==> src/rtl/hrbd_pkg.sv <==
`timescale 1ns / 1ps
package hrbd_pkg;
  typedef struct packed {
    logic       func;
    logic [7:0] in_byte;
  } in_item_t;

  typedef struct packed {
    logic       body_valid;
    logic [7:0] body_byte;
    logic [1:0] phase;
    logic [2:0] error_code;
    logic       body_last;
  } out_item_t;

  localparam logic [1:0] PH_HEADER = 2'd0;
  localparam logic [1:0] PH_BODY   = 2'd1;
  localparam logic [1:0] PH_DONE   = 2'd2;
  localparam logic [1:0] PH_ERROR  = 2'd3;

  localparam logic [2:0] ERR_NONE     = 3'd0;
  localparam logic [2:0] ERR_NO_HTTP  = 3'd1;
  localparam logic [2:0] ERR_NO_SPACE = 3'd2;
  localparam logic [2:0] ERR_NOT_200  = 3'd3;
  localparam logic [2:0] ERR_NO_LEN   = 3'd4;
  localparam logic [2:0] ERR_LEN_OVER = 3'd5;
  localparam logic [2:0] ERR_FRAMING  = 3'd6;
  localparam logic [2:0] ERR_TOO_LONG = 3'd7;

  localparam logic [2:0] CS_CR   = 3'd0;
  localparam logic [2:0] CS_LF   = 3'd1;
  localparam logic [2:0] CS_HEX  = 3'd2;
  localparam logic [2:0] CS_EXT  = 3'd3;
  localparam logic [2:0] CS_ELF  = 3'd4;
  localparam logic [2:0] CS_DATA = 3'd5;

  function automatic logic [7:0] len_char(input logic [3:0] i);
    logic [7:0] c;
    unique case (i)
      4'd0: c = "c";  4'd1: c = "o";  4'd2: c = "n";  4'd3: c = "t";
      4'd4: c = "e";  4'd5: c = "n";  4'd6: c = "t";  4'd7: c = "-";
      4'd8: c = "l";  4'd9: c = "e";  4'd10: c = "n"; 4'd11: c = "g";
      4'd12: c = "t"; 4'd13: c = "h"; 4'd14: c = ":";
      default: c = 8'd0;
    endcase
    return c;
  endfunction

  function automatic logic [7:0] chk_char(input logic [4:0] i);
    logic [7:0] c;
    unique case (i)
      5'd0: c = "t";  5'd1: c = "r";  5'd2: c = "a";  5'd3: c = "n";
      5'd4: c = "s";  5'd5: c = "f";  5'd6: c = "e";  5'd7: c = "r";
      5'd8: c = "-";  5'd9: c = "e";  5'd10: c = "n"; 5'd11: c = "c";
      5'd12: c = "o"; 5'd13: c = "d"; 5'd14: c = "i"; 5'd15: c = "n";
      5'd16: c = "g"; 5'd17: c = ":"; 5'd18: c = " "; 5'd19: c = "c";
      5'd20: c = "h"; 5'd21: c = "u"; 5'd22: c = "n"; 5'd23: c = "k";
      5'd24: c = "e"; 5'd25: c = "d";
      default: c = 8'd0;
    endcase
    return c;
  endfunction
endpackage

==> src/rtl/hrbd_fifo.sv <==
`timescale 1ns / 1ps
module hrbd_fifo #(
  parameter int W = 9
) (
  input  logic         clk,
  input  logic         rst,
  input  logic         wr,
  input  logic [W-1:0] wdata,
  output logic         full,
  input  logic         rd,
  output logic [W-1:0] rdata,
  output logic         empty
);
  logic [W-1:0] mem [2];
  logic         wptr;
  logic         rptr;
  logic [1:0]   count;

  assign full  = (count == 2'd2);
  assign empty = (count == 2'd0);
  assign rdata = mem[rptr];

  always_ff @(posedge clk) begin
    if (wr && !full) mem[wptr] <= wdata;
  end

  always_ff @(posedge clk) begin
    if (rst) begin
      wptr  <= 1'b0;
      rptr  <= 1'b0;
      count <= 2'd0;
    end else begin
      if (wr && !full) wptr <= ~wptr;
      if (rd && !empty) rptr <= ~rptr;
      count <= count + 2'(wr && !full) - 2'(rd && !empty);
    end
  end
endmodule

==> src/rtl/hrbd_front.sv <==
`timescale 1ns / 1ps
module hrbd_front (
  input  logic              clk,
  input  logic              rst,
  input  logic              push,
  input  hrbd_pkg::in_item_t in_item,
  output logic              full,
  input  logic              q_full,
  output logic              q_wr,
  output logic [8:0]        q_data
);
  import hrbd_pkg::*;

  // classification: start flag and raw byte, passed through a registered stage
  logic       vld;
  logic [8:0] data;

  assign full   = vld && q_full;
  assign q_wr   = vld;
  assign q_data = data;

  always_ff @(posedge clk) begin
    if (rst) begin
      vld <= 1'b0;
    end else if (!full) begin
      vld <= push;
    end
  end

  always_ff @(posedge clk) begin
    if (push && !full) data <= {in_item.func, in_item.in_byte};
  end
endmodule

==> src/rtl/hrbd_back.sv <==
`timescale 1ns / 1ps
module hrbd_back #(
  parameter int MAX_SIZE_LINE  = 32,
  parameter int MAX_HEX_DIGITS = 8
) (
  input  logic               clk,
  input  logic               rst,
  input  logic               q_empty,
  input  logic [8:0]         q_data,
  output logic               q_rd,
  output hrbd_pkg::out_item_t res,
  output logic               empty,
  input  logic               pop
);
  import hrbd_pkg::*;

  localparam int SLW = $clog2(MAX_SIZE_LINE + 1);

  logic [1:0]     phase_reg, phase_next;
  logic [2:0]     error_reg, error_next;
  logic           chunked_mode, chunked_mode_next;
  logic [3:0]     status_line_pos, status_line_pos_next;
  logic [3:0]     length_match_pos, length_match_pos_next;
  logic [4:0]     chunked_match_pos, chunked_match_pos_next;
  logic [1:0]     header_end_pos, header_end_pos_next;
  logic [3:0]     length_flags, length_flags_next;
  logic [31:0]    length_value, length_value_next;
  logic [31:0]    remaining_count, remaining_count_next;
  logic [2:0]     chunk_step, chunk_step_next;
  logic [SLW-1:0] size_line_count, size_line_count_next;
  logic [3:0]     hex_digit_count, hex_digit_count_next;

  logic       out_vld;
  out_item_t  out_reg, out_next;
  logic       take;
  logic [7:0] b, lc;
  logic       st;
  logic [4:0] cp;
  logic [3:0] lp;
  logic [35:0] prod;
  logic [4:0] hv;
  logic       valid, last, done, fail, hdr_end;
  logic [2:0] fail_code;
  logic [31:0] rc_dec;

  assign empty = !out_vld;
  assign res   = out_reg;
  assign take  = !q_empty && (!out_vld || pop);
  assign q_rd  = take;
  assign st    = q_data[8];
  assign b     = q_data[7:0];
  assign lc    = (b >= "A" && b <= "Z") ? b + 8'd32 : b;
  assign prod  = {length_value, 3'b000} + {2'b00, length_value, 1'b0} + 36'(b - "0");
  assign rc_dec = (remaining_count != 32'd0) ? remaining_count - 32'd1 : 32'd0;

  always_comb begin
    if (b >= "0" && b <= "9") hv = {1'b0, 4'(b - "0")};
    else if (b >= "a" && b <= "f") hv = {1'b0, 4'(b - "a" + 8'd10)};
    else if (b >= "A" && b <= "F") hv = {1'b0, 4'(b - "A" + 8'd10)};
    else hv = 5'h10;
  end

  always_comb begin
    phase_next = phase_reg; error_next = error_reg;
    chunked_mode_next = chunked_mode; status_line_pos_next = status_line_pos;
    length_match_pos_next = length_match_pos; chunked_match_pos_next = chunked_match_pos;
    header_end_pos_next = header_end_pos; length_flags_next = length_flags;
    length_value_next = length_value; remaining_count_next = remaining_count;
    chunk_step_next = chunk_step; size_line_count_next = size_line_count;
    hex_digit_count_next = hex_digit_count;
    valid = 1'b0; last = 1'b0; done = 1'b0; fail = 1'b0; fail_code = ERR_NONE;
    hdr_end = 1'b0; cp = 5'd0; lp = 4'd0;
    if (st) begin
      phase_next = PH_HEADER; error_next = ERR_NONE; chunked_mode_next = 1'b0;
      status_line_pos_next = 4'd0; length_match_pos_next = 4'd0;
      chunked_match_pos_next = 5'd0; header_end_pos_next = 2'd0;
      length_flags_next = 4'd0; length_value_next = 32'd0; remaining_count_next = 32'd0;
      chunk_step_next = CS_CR; size_line_count_next = '0; hex_digit_count_next = 4'd0;
    end else if (phase_reg == PH_HEADER) begin
      if (status_line_pos <= 4'd3) begin
        priority case (status_line_pos)
          4'd0: status_line_pos_next = (b == "H") ? 4'd1 : 4'd9;
          4'd1: status_line_pos_next = (b == "T") ? 4'd2 : 4'd9;
          4'd2: status_line_pos_next = (b == "T") ? 4'd3 : 4'd9;
          default: status_line_pos_next = (b == "P") ? 4'd4 : 4'd9;
        endcase
      end else if (status_line_pos == 4'd4) begin
        if (b == " ") status_line_pos_next = 4'd5;
      end else if (status_line_pos <= 4'd7) begin
        if (status_line_pos == 4'd5)
          status_line_pos_next = (b == "2") ? 4'd6 : 4'd10;
        else
          status_line_pos_next = (b == "0") ? status_line_pos + 4'd1 : 4'd10;
      end
      if (!length_flags[3]) begin
        cp = (chunked_match_pos > 5'd25) ? 5'd0 : chunked_match_pos;
        if (cp == 5'd18 && lc == "c") cp = 5'd20;
        else if (lc == chk_char(cp)) cp = cp + 5'd1;
        else cp = (lc == "t") ? 5'd1 : 5'd0;
        if (cp == 5'd26) begin
          length_flags_next[3] = 1'b1;
          cp = 5'd0;
        end
        chunked_match_pos_next = cp;
      end
      if (!length_flags[0]) begin
        lp = (length_match_pos > 4'd14) ? 4'd0 : length_match_pos;
        if (lc == len_char(lp)) lp = lp + 4'd1;
        else lp = (lc == "c") ? 4'd1 : 4'd0;
        if (lp == 4'd15) begin
          length_flags_next[0] = 1'b1;
          length_flags_next[1] = 1'b1;
        end
        length_match_pos_next = lp;
      end else if (length_flags[1]) begin
        length_match_pos_next = 4'd0;
        if (length_match_pos == 4'd15 && b == " ") begin
        end else if (b >= "0" && b <= "9") begin
          if (prod[35:32] != 4'd0) begin
            length_flags_next[2] = 1'b1;
            length_value_next = 32'hFFFF_FFFF;
          end else begin
            length_value_next = prod[31:0];
          end
        end else begin
          length_flags_next[1] = 1'b0;
        end
      end
      if (b == 8'h0D) begin
        header_end_pos_next = (header_end_pos == 2'd2) ? 2'd3 : 2'd1;
      end else if (b == 8'h0A) begin
        if (header_end_pos == 2'd3) begin
          header_end_pos_next = 2'd0;
          hdr_end = 1'b1;
        end else begin
          header_end_pos_next = (header_end_pos == 2'd1) ? 2'd2 : 2'd0;
        end
      end else begin
        header_end_pos_next = 2'd0;
      end
      // header judgement uses flags as updated by this byte
      if (hdr_end) begin
        if (status_line_pos <= 4'd3 || status_line_pos == 4'd9) begin
          fail = 1'b1; fail_code = ERR_NO_HTTP;
        end else if (status_line_pos == 4'd4) begin
          fail = 1'b1; fail_code = ERR_NO_SPACE;
        end else if (status_line_pos != 4'd8) begin
          fail = 1'b1; fail_code = ERR_NOT_200;
        end else if (length_flags_next[0]) begin
          if (length_flags_next[2]) begin
            fail = 1'b1; fail_code = ERR_LEN_OVER;
          end else begin
            remaining_count_next = length_value_next;
            if (length_value_next == 32'd0) begin
              phase_next = PH_DONE; last = 1'b1;
            end else begin
              phase_next = PH_BODY;
            end
          end
        end else if (length_flags_next[3]) begin
          phase_next = PH_BODY; chunked_mode_next = 1'b1; chunk_step_next = CS_HEX;
          size_line_count_next = SLW'(2); hex_digit_count_next = 4'd0;
          remaining_count_next = 32'd0;
        end else begin
          fail = 1'b1; fail_code = ERR_NO_LEN;
        end
      end
    end else if (phase_reg == PH_BODY) begin
      if (!chunked_mode) begin
        valid = 1'b1;
        remaining_count_next = rc_dec;
        if (rc_dec == 32'd0) begin
          phase_next = PH_DONE; last = 1'b1;
        end
      end else if (chunk_step == CS_DATA) begin
        valid = 1'b1;
        remaining_count_next = rc_dec;
        if (rc_dec == 32'd0) begin
          chunk_step_next = CS_CR; size_line_count_next = '0; hex_digit_count_next = 4'd0;
        end
      end else begin
        // saturate: count only matters up to the limit
        size_line_count_next = (size_line_count >= SLW'(MAX_SIZE_LINE)) ?
                               size_line_count : size_line_count + SLW'(1);
        unique case (chunk_step)
          CS_CR: if (b == 8'h0D) chunk_step_next = CS_LF;
                 else begin fail = 1'b1; fail_code = ERR_FRAMING; end
          CS_LF: if (b == 8'h0A) chunk_step_next = CS_HEX;
                 else begin fail = 1'b1; fail_code = ERR_FRAMING; end
          CS_HEX: begin
            if (!hv[4]) begin
              hex_digit_count_next = hex_digit_count + 4'd1;
              if (hex_digit_count_next > 4'(MAX_HEX_DIGITS)) begin
                fail = 1'b1; fail_code = ERR_TOO_LONG;
              end else begin
                remaining_count_next = {remaining_count[27:0], hv[3:0]};
              end
            end else begin
              chunk_step_next = (b == 8'h0D) ? CS_ELF : CS_EXT;
            end
          end
          CS_EXT: if (b == 8'h0D) chunk_step_next = CS_ELF;
          CS_ELF: begin
            if (b == 8'h0A) done = 1'b1;
            else if (b != 8'h0D) chunk_step_next = CS_EXT;
          end
          default: begin fail = 1'b1; fail_code = ERR_FRAMING; end
        endcase
        if (!fail) begin
          if (done) begin
            if (remaining_count_next == 32'd0) begin
              phase_next = PH_DONE; last = 1'b1;
            end else begin
              chunk_step_next = CS_DATA;
            end
          end else if (size_line_count_next >= SLW'(MAX_SIZE_LINE)) begin
            fail = 1'b1; fail_code = ERR_TOO_LONG;
          end
        end
      end
    end
    if (fail) begin
      phase_next = PH_ERROR; error_next = fail_code;
    end
    out_next.body_valid = valid;
    out_next.body_byte  = valid ? b : 8'd0;
    out_next.phase      = phase_next;
    out_next.error_code = error_next;
    out_next.body_last  = last;
  end

  always_ff @(posedge clk) begin
    if (rst) begin
      out_vld <= 1'b0;
      phase_reg <= PH_HEADER; error_reg <= ERR_NONE; chunked_mode <= 1'b0;
      status_line_pos <= 4'd0; length_match_pos <= 4'd0; chunked_match_pos <= 5'd0;
      header_end_pos <= 2'd0; length_flags <= 4'd0; length_value <= 32'd0;
      remaining_count <= 32'd0; chunk_step <= CS_CR; size_line_count <= '0;
      hex_digit_count <= 4'd0;
    end else begin
      if (take) out_vld <= 1'b1;
      else if (pop) out_vld <= 1'b0;
      if (take) begin
        phase_reg <= phase_next; error_reg <= error_next;
        chunked_mode <= chunked_mode_next; status_line_pos <= status_line_pos_next;
        length_match_pos <= length_match_pos_next;
        chunked_match_pos <= chunked_match_pos_next;
        header_end_pos <= header_end_pos_next; length_flags <= length_flags_next;
        length_value <= length_value_next; remaining_count <= remaining_count_next;
        chunk_step <= chunk_step_next; size_line_count <= size_line_count_next;
        hex_digit_count <= hex_digit_count_next;
      end
    end
  end

  always_ff @(posedge clk) begin
    if (take) out_reg <= out_next;
  end
endmodule

==> src/rtl/http_response_body_deframer_top.sv <==
`timescale 1ns / 1ps
// Takes an HTTP response one byte per request and gives one result per request: a body
// byte when there is one, plus phase, error code and an end-of-body mark. Sustains one
// request per cycle while results are popped; otherwise full stalls new requests. Each
// request passes through the input register in the front part, an entry of the two-entry
// queue, and the registered parser state and result in the back part.
module http_response_body_deframer_top #(
  parameter int MAX_SIZE_LINE  = 32,
  parameter int MAX_HEX_DIGITS = 8
) (
  input  logic                clk,
  input  logic                rst,
  input  logic                push,
  output logic                full,
  input  hrbd_pkg::in_item_t  in_item,
  output logic                empty,
  input  logic                pop,
  output hrbd_pkg::out_item_t out_item
);
  import hrbd_pkg::*;

  logic       q_wr, q_full, q_rd, q_empty;
  logic [8:0] q_wdata, q_rdata;

  hrbd_front u_front (
    .clk(clk), .rst(rst), .push(push), .in_item(in_item), .full(full),
    .q_full(q_full), .q_wr(q_wr), .q_data(q_wdata)
  );

  hrbd_fifo #(.W(9)) u_fifo (
    .clk(clk), .rst(rst), .wr(q_wr), .wdata(q_wdata), .full(q_full),
    .rd(q_rd), .rdata(q_rdata), .empty(q_empty)
  );

  hrbd_back #(.MAX_SIZE_LINE(MAX_SIZE_LINE), .MAX_HEX_DIGITS(MAX_HEX_DIGITS)) u_back (
    .clk(clk), .rst(rst), .q_empty(q_empty), .q_data(q_rdata), .q_rd(q_rd),
    .res(out_item), .empty(empty), .pop(pop)
  );
endmodule

==> config.mk <==
export PLATFORM = sky130hd
export DESIGN_NAME = http_response_body_deframer_top
export DESIGN_NICKNAME = d
export VERILOG_FILES = /design/src/rtl/hrbd_pkg.sv /design/src/rtl/hrbd_fifo.sv /design/src/rtl/hrbd_front.sv /design/src/rtl/hrbd_back.sv /design/src/rtl/http_response_body_deframer_top.sv
export SDC_FILE = /design/constraint.sdc
export NUM_CORES = 1
export LEC_CHECK = 0
export BUFFER_PORTS_ARGS = -buffer_cell sky130_fd_sc_hd__buf_2
export CAP_MARGIN = 20
export CORE_ASPECT_RATIO = 2
export CORE_MARGIN = 4
export CORE_UTILIZATION = 40
export CTS_CLUSTER_SIZE = 40
export DETAILED_ROUTE_END_ITERATION = 8
export RECOVER_POWER = 50
export SLEW_MARGIN = 20
export SYNTH_ARGS = -nofsm -noshare
export SYNTH_HDL_FRONTEND = slang
export SYNTH_SLANG_ARGS = --single-unit
==> constraint.sdc <==
create_clock -name clk -period 20.2 [get_ports clk]
set_clock_uncertainty 0.15 [all_clocks]
set_input_delay 4.04 -clock clk [delete_from_list [all_inputs] [get_ports clk]]
set_output_delay 4.04 -clock clk [all_outputs]
set_load 0.02 [all_outputs]
# Word-level counts from Yosys, hierarchy flattened
# Memories as Yosys holds them, arrays and structs flattened. A register that Yosys moved wholly into a read port is not among the register bits.
# Index checks and enable logic that the tools add are counted.
# totals
register_bits	132
ram_bits	18
rom_bits	336
in_bits	13
output_inout_bits	17
word_cells	419
mem_count	3
# op_classes
addsub	17
n_lt_le_gt_ge	14
eq_ne	50
muxes	263
bitwise_logic	2
n_reduce_logical	45
# memory_table
name	depth	word_bits	read_ports	rd_ports_with_merged_regs	wr	line	rtl
(name not given)	32	7	1	0	0	hrbd_pkg.sv:51	unique case (i)
(name not given)	16	7	1	0	0	hrbd_pkg.sv:39	unique case (i)
u_fifo.mem	2	9	1	1	1	hrbd_fifo.sv:14	logic [W-1:0] mem [2];
# ops
operator	count
32-bit 2-to-1 mux	30
4-bit 2-to-1 mux	38
3-bit 2-to-1 mux	43
32-bit zero test	3
1-bit 2-to-1 mux	86
6-bit 2-to-1 mux	13
5-bit 2-to-1 mux	13
8-bit 2-to-1 mux	8
2-bit 2-to-1 mux	28
8-bit by 7-bit == test with 1-bit output (second input constant)	5
35-bit by 33-bit adder with 36-bit output	1
36-bit adder	1
32-bit nonzero test	1
32-bit by 1-bit subtractor with 32-bit output (second input constant)	1
8-bit by 6-bit == test with 1-bit output (second input constant)	3
8-bit by 7-bit less-or-equal comparator with 1-bit output (second input constant)	3
3-bit != test (second input constant)	6
8-bit by 4-bit == test with 1-bit output (second input constant)	2
8-bit == test	2
8-bit by 7-bit greater-or-equal comparator with 1-bit output (second input constant)	2
4-bit != test (second input constant)	4
8-bit AND reduction	2
3-bit one-hot mux with 5 select lines	1
4-bit by 1-bit adder with 4-bit output (second input constant)	3
48 further kinds	92

# Depth between registers and ports, before layout
# Gate-level depths: netlist of the first run.
# logic_depth
ltp_word	29
mapped_depth	27
ltp_nobuf	21

# Cells and area by module
# From an unflattened synthesis of the first run, not the netlist that was laid out.
# hier_totals
cells_unflattened	1735
hier_area_um2	13384.1
# by_module_without_submodules
mod	n_inst	cells_per_inst	area_per_inst_um2	seq_area_each_um2
hrbd_back	1	1666	12185.4	2512.4
hrbd_fifo	1	55	882.1	640.6
hrbd_front	1	14	316.6	290.3

# Worst setup path after synthesis of the first run
# Ideal clock, no wire load.
# synth_path
kind	reg2reg
startpoint	register with a tool-made name
endpoint	register u_back.out_reg, in the netlist u_back.res[4] (data pin)
setup_ns	0.263
t_arrival_ns	7.592
t_required_ns	19.787
setup_slack_ns	12.196
stages_incl_launch_ff	23
path_buffers	5
synth_period_minus_slack_ns	8.004
path_cell_list	dfxtp_1 > buf_6 > buf_6 > buf_8 > mux2i_2 > inv_1 > ha_1 > nor2_1 > fa_1 > ha_1 > clkbuf_1 > nand4_1 > or4_1 > nor4_1 > a211oi_1 > xor2_1 > nor2b_1 > clkbuf_1 > o211ai_1 > a2111oi_4 > nand4b_1 > a211oi_1 > nor2_1
# synth_rtl
item	line	rtl
end signal: assignment	hrbd_back.sv:257	if (take) out_reg <= out_next;
end: declaration	hrbd_back.sv:34	out_item_t out_reg, out_next;

==> results of run 1 <==
==> synthesized netlist by cell type, types with 23 or more instances <==
cell	count	area (um2)
sky130_fd_sc_hd__nor2_1	212	796
sky130_fd_sc_hd__mux2i_1	29	290
sky130_fd_sc_hd__nor3_1	72	360
sky130_fd_sc_hd__fa_1	31	621
sky130_fd_sc_hd__a21oi_1	135	676
sky130_fd_sc_hd__nand2b_1	29	181
sky130_fd_sc_hd__nand2_1	160	601
sky130_fd_sc_hd__ha_1	74	926
sky130_fd_sc_hd__dfxtp_1	109	2180
sky130_fd_sc_hd__xnor2_1	40	350
sky130_fd_sc_hd__o21ai_0	89	445
sky130_fd_sc_hd__a31oi_1	23	144
sky130_fd_sc_hd__nand3_1	52	260
sky130_fd_sc_hd__edfxtp_1	42	1260
sky130_fd_sc_hd__inv_1	64	240
sky130_fd_sc_hd__a211oi_1	26	195
sky130_fd_sc_hd__clkbuf_1	76	285
sky130_fd_sc_hd__nand4_1	24	150
sky130_fd_sc_hd__o22ai_1	32	200
==> cells by family after synthesis <==
| logic type | count (synthesis) | synth area share |
|---|---|---|
| simple gates | 688 | 0.250 |
| buf+inv | 178 | 0.0546 |
| fa+ha+maj | 105 | 0.115 |
| flops | 151 | 0.256 |
| mux | 38 | 0.0309 |
| compound gates | 513 | 0.256 |
| xor+xnor | 58 | 0.0377 |
==> power by group <==
part,switching [uW],internal (uW)
logic,578,283
registers,37.8,345
clock network,143,172
==> layout make-up <==
cell class                 instances  area [um2]
timing repair buffer              51         279
clock buffer                      17         425
clock inverter                    15         143
sequential                       151        3440
inverter                          68         256
tap                              432         541
multi-input combinational       1402        9310
fill                            3350       18700
==> how the worst min path moves through the flow <==
stage / depth (start not counted) / slack (ns) / to / from
2_1_floorplan: 0 / 0.27 / u_fifo.mem[0][0] / u_front.q_data[0]
3_3_place_gp: 0 / 0.28 / u_fifo.mem[0][2] / u_front.q_data[2]
3_5_place_dp: 0 / 0.28 / u_fifo.mem[1][0] / u_front.q_data[0]
4_1_cts: 0 / 0.29 / u_fifo.mem[0][6] / u_front.q_data[6]
5_1_grt: 0 / 0.30 / u_fifo.mem[0][6] / u_front.q_data[6]
6_report: 0 / 0.29 / u_fifo.mem[0][6] / u_front.q_data[6]
==> critical path: stages <==
cell,delay (ns)
sky130_fd_sc_hd__clkbuf_1,1.57
sky130_fd_sc_hd__clkbuf_1,2.41
sky130_fd_sc_hd__a21oi_1,0.48
sky130_fd_sc_hd__a21boi_0,0.30
==> per-stage QoR <==
| step | utilization | setup WS (ns) | power (uW) |
|---|---|---|---|
| after detailed placement | 0.419 | 12.32 | 1230 |
| final | 0.436 | 11.52 | 1560 |
| after global placement | 0.419 | 12.49 | 1220 |
| after global routing | 0.436 | 11.16 | 1650 |
| after floorplan | - | 12.20 | 990 |
| after CTS | 0.436 | 12.27 | 1550 |
==> routing by layer <==
| metal | global-route usage | vias up | routed length, um |
|---|---|---|---|
| met4 | 0.223 | 0 | 4990 |
| li1 | - | 6290 | - |
| met2 | 0.487 | 563 | 25500 |
| met3 | 0.0271 | 237 | 1870 |
| met1 | 0.250 | 6446 | 16200 |
| met5 | 0 | - | 0 |
==> qor.txt, run 1 <==
========================================================================================
Total clock buffers created by CTS ........................................           17
CP Data Required Time .....................................................     20.37 ns
RSZ-0062 raised after global routing ......................................           no
Count of nets left with antenna violations after detail routing ...........            0
Instance count after placement with tap cells included ....................         2103
Number of sinks on the clock net ..........................................          151
Max-cap violation count ...................................................            5
Pins over their slew limit ................................................          198
CTS root buf .............................................................. sky130_fd_sc_hd__clkbuf_16
Category of the worst setup path launch point ............................. primary input
Wire length of the first global-routing pass ..............................     74500 um
Count of mapped cells out of synthesis ....................................         1731
Worst vdd rail ir drop ....................................................    0.0573 mV
Setup Buffers After CTS ...................................................            0
NumNets Final .............................................................         1809
TritonCTS clock tree ......................................................          yes
Highest-count cells in the layout ignoring fill and taps .................. sky130_fd_sc_hd__nor2_1 (211), sky130_fd_sc_hd__nand2_1 (160), sky130_fd_sc_hd__a21oi_1 (134)
Worst-case headroom to the max-slew limit .................................        -1.18
Final clock period utilization by the worst path ..........................        0.430
Routed len/inst ...........................................................      22.7 um
Yosys warning total .......................................................            0
Total vias in the final route .............................................        13536
Grt ovf ...................................................................            0
Non-filler instance count after layout ....................................         2136
Antenna violations before repair ..........................................            0
Area of the placeable core ................................................    33000 um2
Final worst hold slack ....................................................     0.292 ns
Die width .................................................................       138 um
Achievable frequency ......................................................      115 MHz
Detailed Route Iter0 Violations ...........................................         1070
Transition time of the tightest slew-check pin ............................      3.27 ns
Share of final-layout standard cells stronger than drive strength 1 .......       0.0687
Cells on worst reg2reg path ...............................................           18
Mean cell area of the mapped netlist ......................................     7.78 um2
Data arrival time of the critical path ....................................      8.85 ns
Syn Std Cell Area .........................................................    13500 um2
Post-DR vias/cell .........................................................         6.34
Sequential element share of the synthesized area ..........................        0.256
Number of antenna diodes ..................................................            0
CTS HTree Levels ..........................................................            4
EDFF count, synth .........................................................           42
Post-route standard cell area excluding fillers ...........................    14400 um2
Weighted congestion at the end of routability-driven global placement .....        0.988
Static leakage ............................................................   0.00522 uW
Syn_nets ..................................................................         1849
Crit Path Category ........................................................       in2reg
Register-to-register setup slack ..........................................     12.15 ns
Time the worst path needs with I/O delays and setup .......................      8.68 ns
I/O pins ..................................................................           30
Timing endpoint of the critical path ...................................... u_back.length_flags[2]
Die Span Y ................................................................       267 um
Min-Delay Path Class ......................................................      reg2reg
Number of optimization iterations in the first detailed-route pass ........            7
DR DRC count ..............................................................            0
Worst skew pair latency ...................................................      0.44 ns
Fraction of synthesis flops using an asynchronous set or reset pin ........            0
Signed area change from the synthesized netlist to the final layout .......        6.94%
All-Layer GR Usage ........................................................        0.263
Total number of placement rows ............................................           94
Crit Path Max Fanout ......................................................           68
Total half-perimeter wirelength after legalization and detailed placement .     37100 um
Maximum number of pins on one net before global-route repair ..............           69
Reg2reg end ............................................................... u_back.remaining_count[26]
Number of hold-slack violations in the final timing report ................            0
Setup crit start ..........................................................          rst
Cts repair resizes ........................................................            0
Largest registers ranked by flip-flop count ............................... u_back.length_value x32, u_back.remaining_count x32, u_fifo.mem x18
Most used DFF post-synth .................................................. sky130_fd_sc_hd__dfxtp_1
Clk slew on worst S/H paths ...............................................      0.07 ns
Post-synthesis cell type count ............................................           97
Number of I/O port buffers ................................................           29
CTS max path bufs .........................................................            2
Most common library cell in the layout ignoring fill and taps ............. sky130_fd_sc_hd__nor2_1
Area of the die ...........................................................    36800 um2
Via count of the first global-routing pass ................................        13531
Outcome ................................................................... complete, but fails checks
Total Wirelength ..........................................................     48600 um
Total negative slack for setup checks .....................................         0 ns
Placed cell areas .........................................................    13900 um2
Total of hold buffers inserted after clock tree synthesis .................            0
Number of synthesized register bits .......................................          151
Failing checks ............................................................ max-capacitance violations, max-slew violations
Initial core utilization ..................................................        0.407
Count of final setup violators ............................................            0
Power density over cell area ..............................................   108 nW/um2
Nature of the critical path endpoint ......................................     register
========================================================================================
(Power assumes the default switching activity.)
==> run 2, diff against run 1 <==
--- a/config.mk
+++ b/config.mk
@@ -5,6 +5,7 @@
 export SDC_FILE = /design/constraint.sdc
 export NUM_CORES = 1
 export LEC_CHECK = 0
+export ABC_AREA = 1
 export BUFFER_PORTS_ARGS = -buffer_cell sky130_fd_sc_hd__buf_2
 export CAP_MARGIN = 20
 export CORE_ASPECT_RATIO = 2
==> constraint.sdc (replaced) <==
create_clock -name clk -period 9.03 [get_ports clk]
set_clock_uncertainty 0.15 [all_clocks]
set_input_delay 1.806 -clock clk [delete_from_list [all_inputs] [get_ports clk]]
set_output_delay 1.806 -clock clk [all_outputs]
set_load 0.02 [all_outputs]
==> run 2 against run 1 <==
  * The run still ends with max-capacitance violations, max-slew violations left
  * Critical path type is now reg2reg
  * Clock-buffer cell count stayed put
  * Die area is 4.7% higher
  * Critical path depth is 26 higher
  * Worst setup slack worse by 9.4 ns
  * Register-to-register slack got worse by 10 ns
  * Wire length grew 6.9%
  * Highest routed layer unchanged
  * Largest power group unchanged
==> qor.txt, run 2 <==
========================================================================================
Via count of the first global-routing pass ................................        14767   +9.1%
Final clock period utilization by the worst path ..........................        0.771
Total vias in the final route .............................................        14859   +9.8%
Crit Path Max Fanout ......................................................           39   -43%
Top-area cell type share of the netlist area ..............................        0.172   +0.00984
Weighted congestion at the end of routability-driven global placement .....        0.999   +1.1%
Share of final-layout standard cells stronger than drive strength 1 .......       0.0639   -0.00472
Min-Delay Path Class ......................................................      reg2reg
Sequential element share of the synthesized area ..........................        0.244   -0.0120
Number of optimization iterations in the first detailed-route pass ........            7   unchanged
Static leakage ............................................................   0.00731 uW   +40%
Signed area change from the synthesized netlist to the final layout .......        7.44%
Detailed Route Iter0 Violations ...........................................          976   -8.8%
Data arrival time of the critical path ....................................      7.18 ns   -1.67 ns
I/O pins ..................................................................           30   unchanged
Synth top area cells ...................................................... sky130_fd_sc_hd__nand2_1 (17%), sky130_fd_sc_hd__dfxtp_1 (15%), sky130_fd_sc_hd__edfxtp_1 (8.9%)
Number of hold-slack violations in the final timing report ................            0   unchanged
Pins over their slew limit ................................................          136   -31%
Area of the die ...........................................................    38600 um2   +4.7%
Die width .................................................................       141 um   +2.3%
Maximum number of pins on one net before global-route repair ..............           59   -14%
Most frequently used cell type in the post-synthesis netlist .............. sky130_fd_sc_hd__nand2_1
Die Span Y ................................................................       274 um   +2.4%
Syn_nets ..................................................................         2361   +28%
Yosys warning total .......................................................            0   unchanged
Core utilization of the finished layout ...................................        0.434   -0.00143
CTS root buf .............................................................. sky130_fd_sc_hd__clkbuf_16
Syn Std Cell Area .........................................................    14100 um2   +4.9%
Highest-count cells in the layout ignoring fill and taps .................. sky130_fd_sc_hd__nand2_1 (647), sky130_fd_sc_hd__inv_1 (267), sky130_fd_sc_hd__nor2_1 (255)
Transition time of the tightest slew-check pin ............................      2.18 ns   -1.09 ns
Routed len/inst ...........................................................      19.2 um   -15%
Worst vdd rail ir drop ....................................................     0.253 mV   +340%
Area of the placeable core ................................................    35000 um2   +5.8%
NumNets Final .............................................................         2357   +30%
Final worst hold slack ....................................................     0.298 ns   +0.00574 ns
Total Wirelength ..........................................................     51900 um   +6.9%
Post-DR vias/cell .........................................................         5.51   -13%
Category of the worst setup path launch point .............................     register
Most used DFF post-synth .................................................. sky130_fd_sc_hd__dfxtp_1
TritonCTS clock tree ......................................................          yes
All-Layer GR Usage ........................................................        0.268   +0.00519
Total negative slack for setup checks .....................................         0 ns   unchanged
Post-synthesis cell type count ............................................           58   -40%
Wire length of the first global-routing pass ..............................     79800 um   +7.1%
Total clock buffers created by CTS ........................................           17   unchanged
Crit Path Category ........................................................      reg2reg
EDFF count, synth .........................................................           42   unchanged
Most common cell type on the critical path ................................ sky130_fd_sc_hd__nand2_1
Time the worst path needs with I/O delays and setup .......................      6.96 ns
Worst skew pair latency ...................................................      0.45 ns   about the same
Worst-case headroom to the max-slew limit .................................       -0.454   +0.724
Achievable frequency ......................................................      144 MHz
Fraction of synthesis flops using an asynchronous set or reset pin ........            0   unchanged
Most used standard cells in the synthesized netlist ....................... sky130_fd_sc_hd__nand2_1 (647), sky130_fd_sc_hd__inv_1 (267), sky130_fd_sc_hd__nor2_1 (258), sky130_fd_sc_hd__a21oi_1 (160), sky130_fd_sc_hd__nand3_1 (146)
Total half-perimeter wirelength after legalization and detailed placement .     41200 um   +11%
Clk slew on worst S/H paths ...............................................      0.07 ns   about the same
Nature of the critical path endpoint ......................................     register
RSZ-0062 raised after global routing ......................................           no
CTS HTree Levels ..........................................................            4   unchanged
Number of I/O port buffers ................................................           29   unchanged
Max incr delay on CP ......................................................      0.76 ns   -1.65 ns
Number of sinks on the clock net ..........................................          151   unchanged
Setup Buffers After CTS ...................................................            0   unchanged
Initial core utilization ..................................................        0.404   -0.00322
Outcome ................................................................... complete, but fails checks
Register-to-register setup slack ..........................................      2.07 ns   -10.08 ns
Most common library cell in the layout ignoring fill and taps ............. sky130_fd_sc_hd__nand2_1
Max-cap violation count ...................................................            4   -1
Mean cell area of the mapped netlist ......................................     6.30 um2   -19%
Cell accounting for the most synthesized area ............................. sky130_fd_sc_hd__nand2_1
Antenna violations before repair ..........................................            0   unchanged
Total number of placement rows ............................................           97   +3.2%
Master of the slowest instance on the critical path ....................... sky130_fd_sc_hd__nor2_4
CP Data Required Time .....................................................      9.25 ns   -11.12 ns
Total of hold buffers inserted after clock tree synthesis .................            0   unchanged
Count of nets left with antenna violations after detail routing ...........            0   unchanged
Number of antenna diodes ..................................................            0   unchanged
Grt ovf ...................................................................            0   unchanged
Cts repair resizes ........................................................            0   unchanged
Failing checks ............................................................ max-capacitance violations, max-slew violations
Count of final setup violators ............................................            0   unchanged
Largest registers ranked by flip-flop count ............................... u_back.length_value x32, u_back.remaining_count x32, u_fifo.mem x18
Count of mapped cells out of synthesis ....................................         2243   +30%
Number of synthesized register bits .......................................          151   unchanged
Power density over cell area ..............................................   381 nW/um2   +250%
DR DRC count ..............................................................            0   unchanged
CTS max path bufs .........................................................            2   unchanged
========================================================================================
-- run 2: cell types whose count changed after synthesis, moves of 25 or more --
cell                       before  now
sky130_fd_sc_hd__o22ai_1       32    3
sky130_fd_sc_hd__a21oi_1      135  160
sky130_fd_sc_hd__inv_1         64  267
sky130_fd_sc_hd__nand3_1       52  146
sky130_fd_sc_hd__mux2i_1       29    0
sky130_fd_sc_hd__xnor2_1       40   13
sky130_fd_sc_hd__o21ai_0       89  130
sky130_fd_sc_hd__nand2b_1      29    0
sky130_fd_sc_hd__clkbuf_1      76   37
sky130_fd_sc_hd__nand2_1      160  647
sky130_fd_sc_hd__nor3_1        72   34
sky130_fd_sc_hd__nor2_1       212  258
-- run 2: kinds of logic after synthesis --
group	after synthesis	share of synthesized area
XOR/XNOR	49	0.0304
AO/OA/AOI/OAI	376	0.149
buffers and inverters	346	0.0986
flip-flops	151	0.244
AND/OR/NAND/NOR	1216	0.369
adder cells (fa/ha/maj)	105	0.109
-- run 2: worst paths after layout --
check | from | end | depth (start not counted)
max | register | u_back.remaining_count[5] | 30
min reg2reg | u_front.q_data[6] | u_fifo.mem[0][6] | 0
max reg2reg | register | u_back.remaining_count[5] | 30
min | u_front.q_data[6] | u_fifo.mem[0][6] | 0
-- run 2: critical path: cells and delay by family, from the launching register on --
| family | cells | cell delay (ns) |
|---|---|---|
| AND/OR/NAND/NOR | 17 | 3.20 |
| adder cells (fa/ha/maj) | 3 | 1.19 |
| buffers and inverters | 6 | 1.17 |
| AO/OA/AOI/OAI | 4 | 0.57 |
| flip-flops | 1 | 0.56 |
-- run 2: power breakdown --
| part | internal, uW | total (uW) | switching [uW] |
|---|---|---|---|
| Combinational | 1100 | 4090 | 2990 |
| Sequential | 835 | 958 | 124 |
| Clock | 391 | 738 | 347 |
| Total | 2330 | 5790 | 3460 |
-- run 2: per-stage QoR --
| step | instance area, um2 | std cells | total power [uW] | setup slack [ns] |
|---|---|---|---|---|
| finish | 15200 | 2697 | 5790 | 2.07 |
| global route | 15200 | 2697 | 6230 | 1.44 |
| CTS | 15200 | 2697 | 5740 | 2.07 |
| detailed placement | 14600 | 2665 | 4990 | 2.11 |
| global placement | 14600 | 2665 | 4980 | 2.30 |
| floorplan | 14100 | 2243 | 3720 | 2.29 |
-- run 2: layout make-up --
type,instances,area (um2)
inverters,280,1060
fillers,3762,19800
clock inverters,15,158
clock buffers,17,425
repair buffers,43,214
well taps,445,557
flip-flops and latches,151,3440
multi-input cells,1746,9320
-- run 2: layer usage --
layer  vias up  global-route usage  wire (um)
met4         0               0.218       5110
met5         -                   0          0
li1       7287                   -          -
met3       235              0.0262       1740
met1      6846               0.245      17000
met2       491               0.520      28100
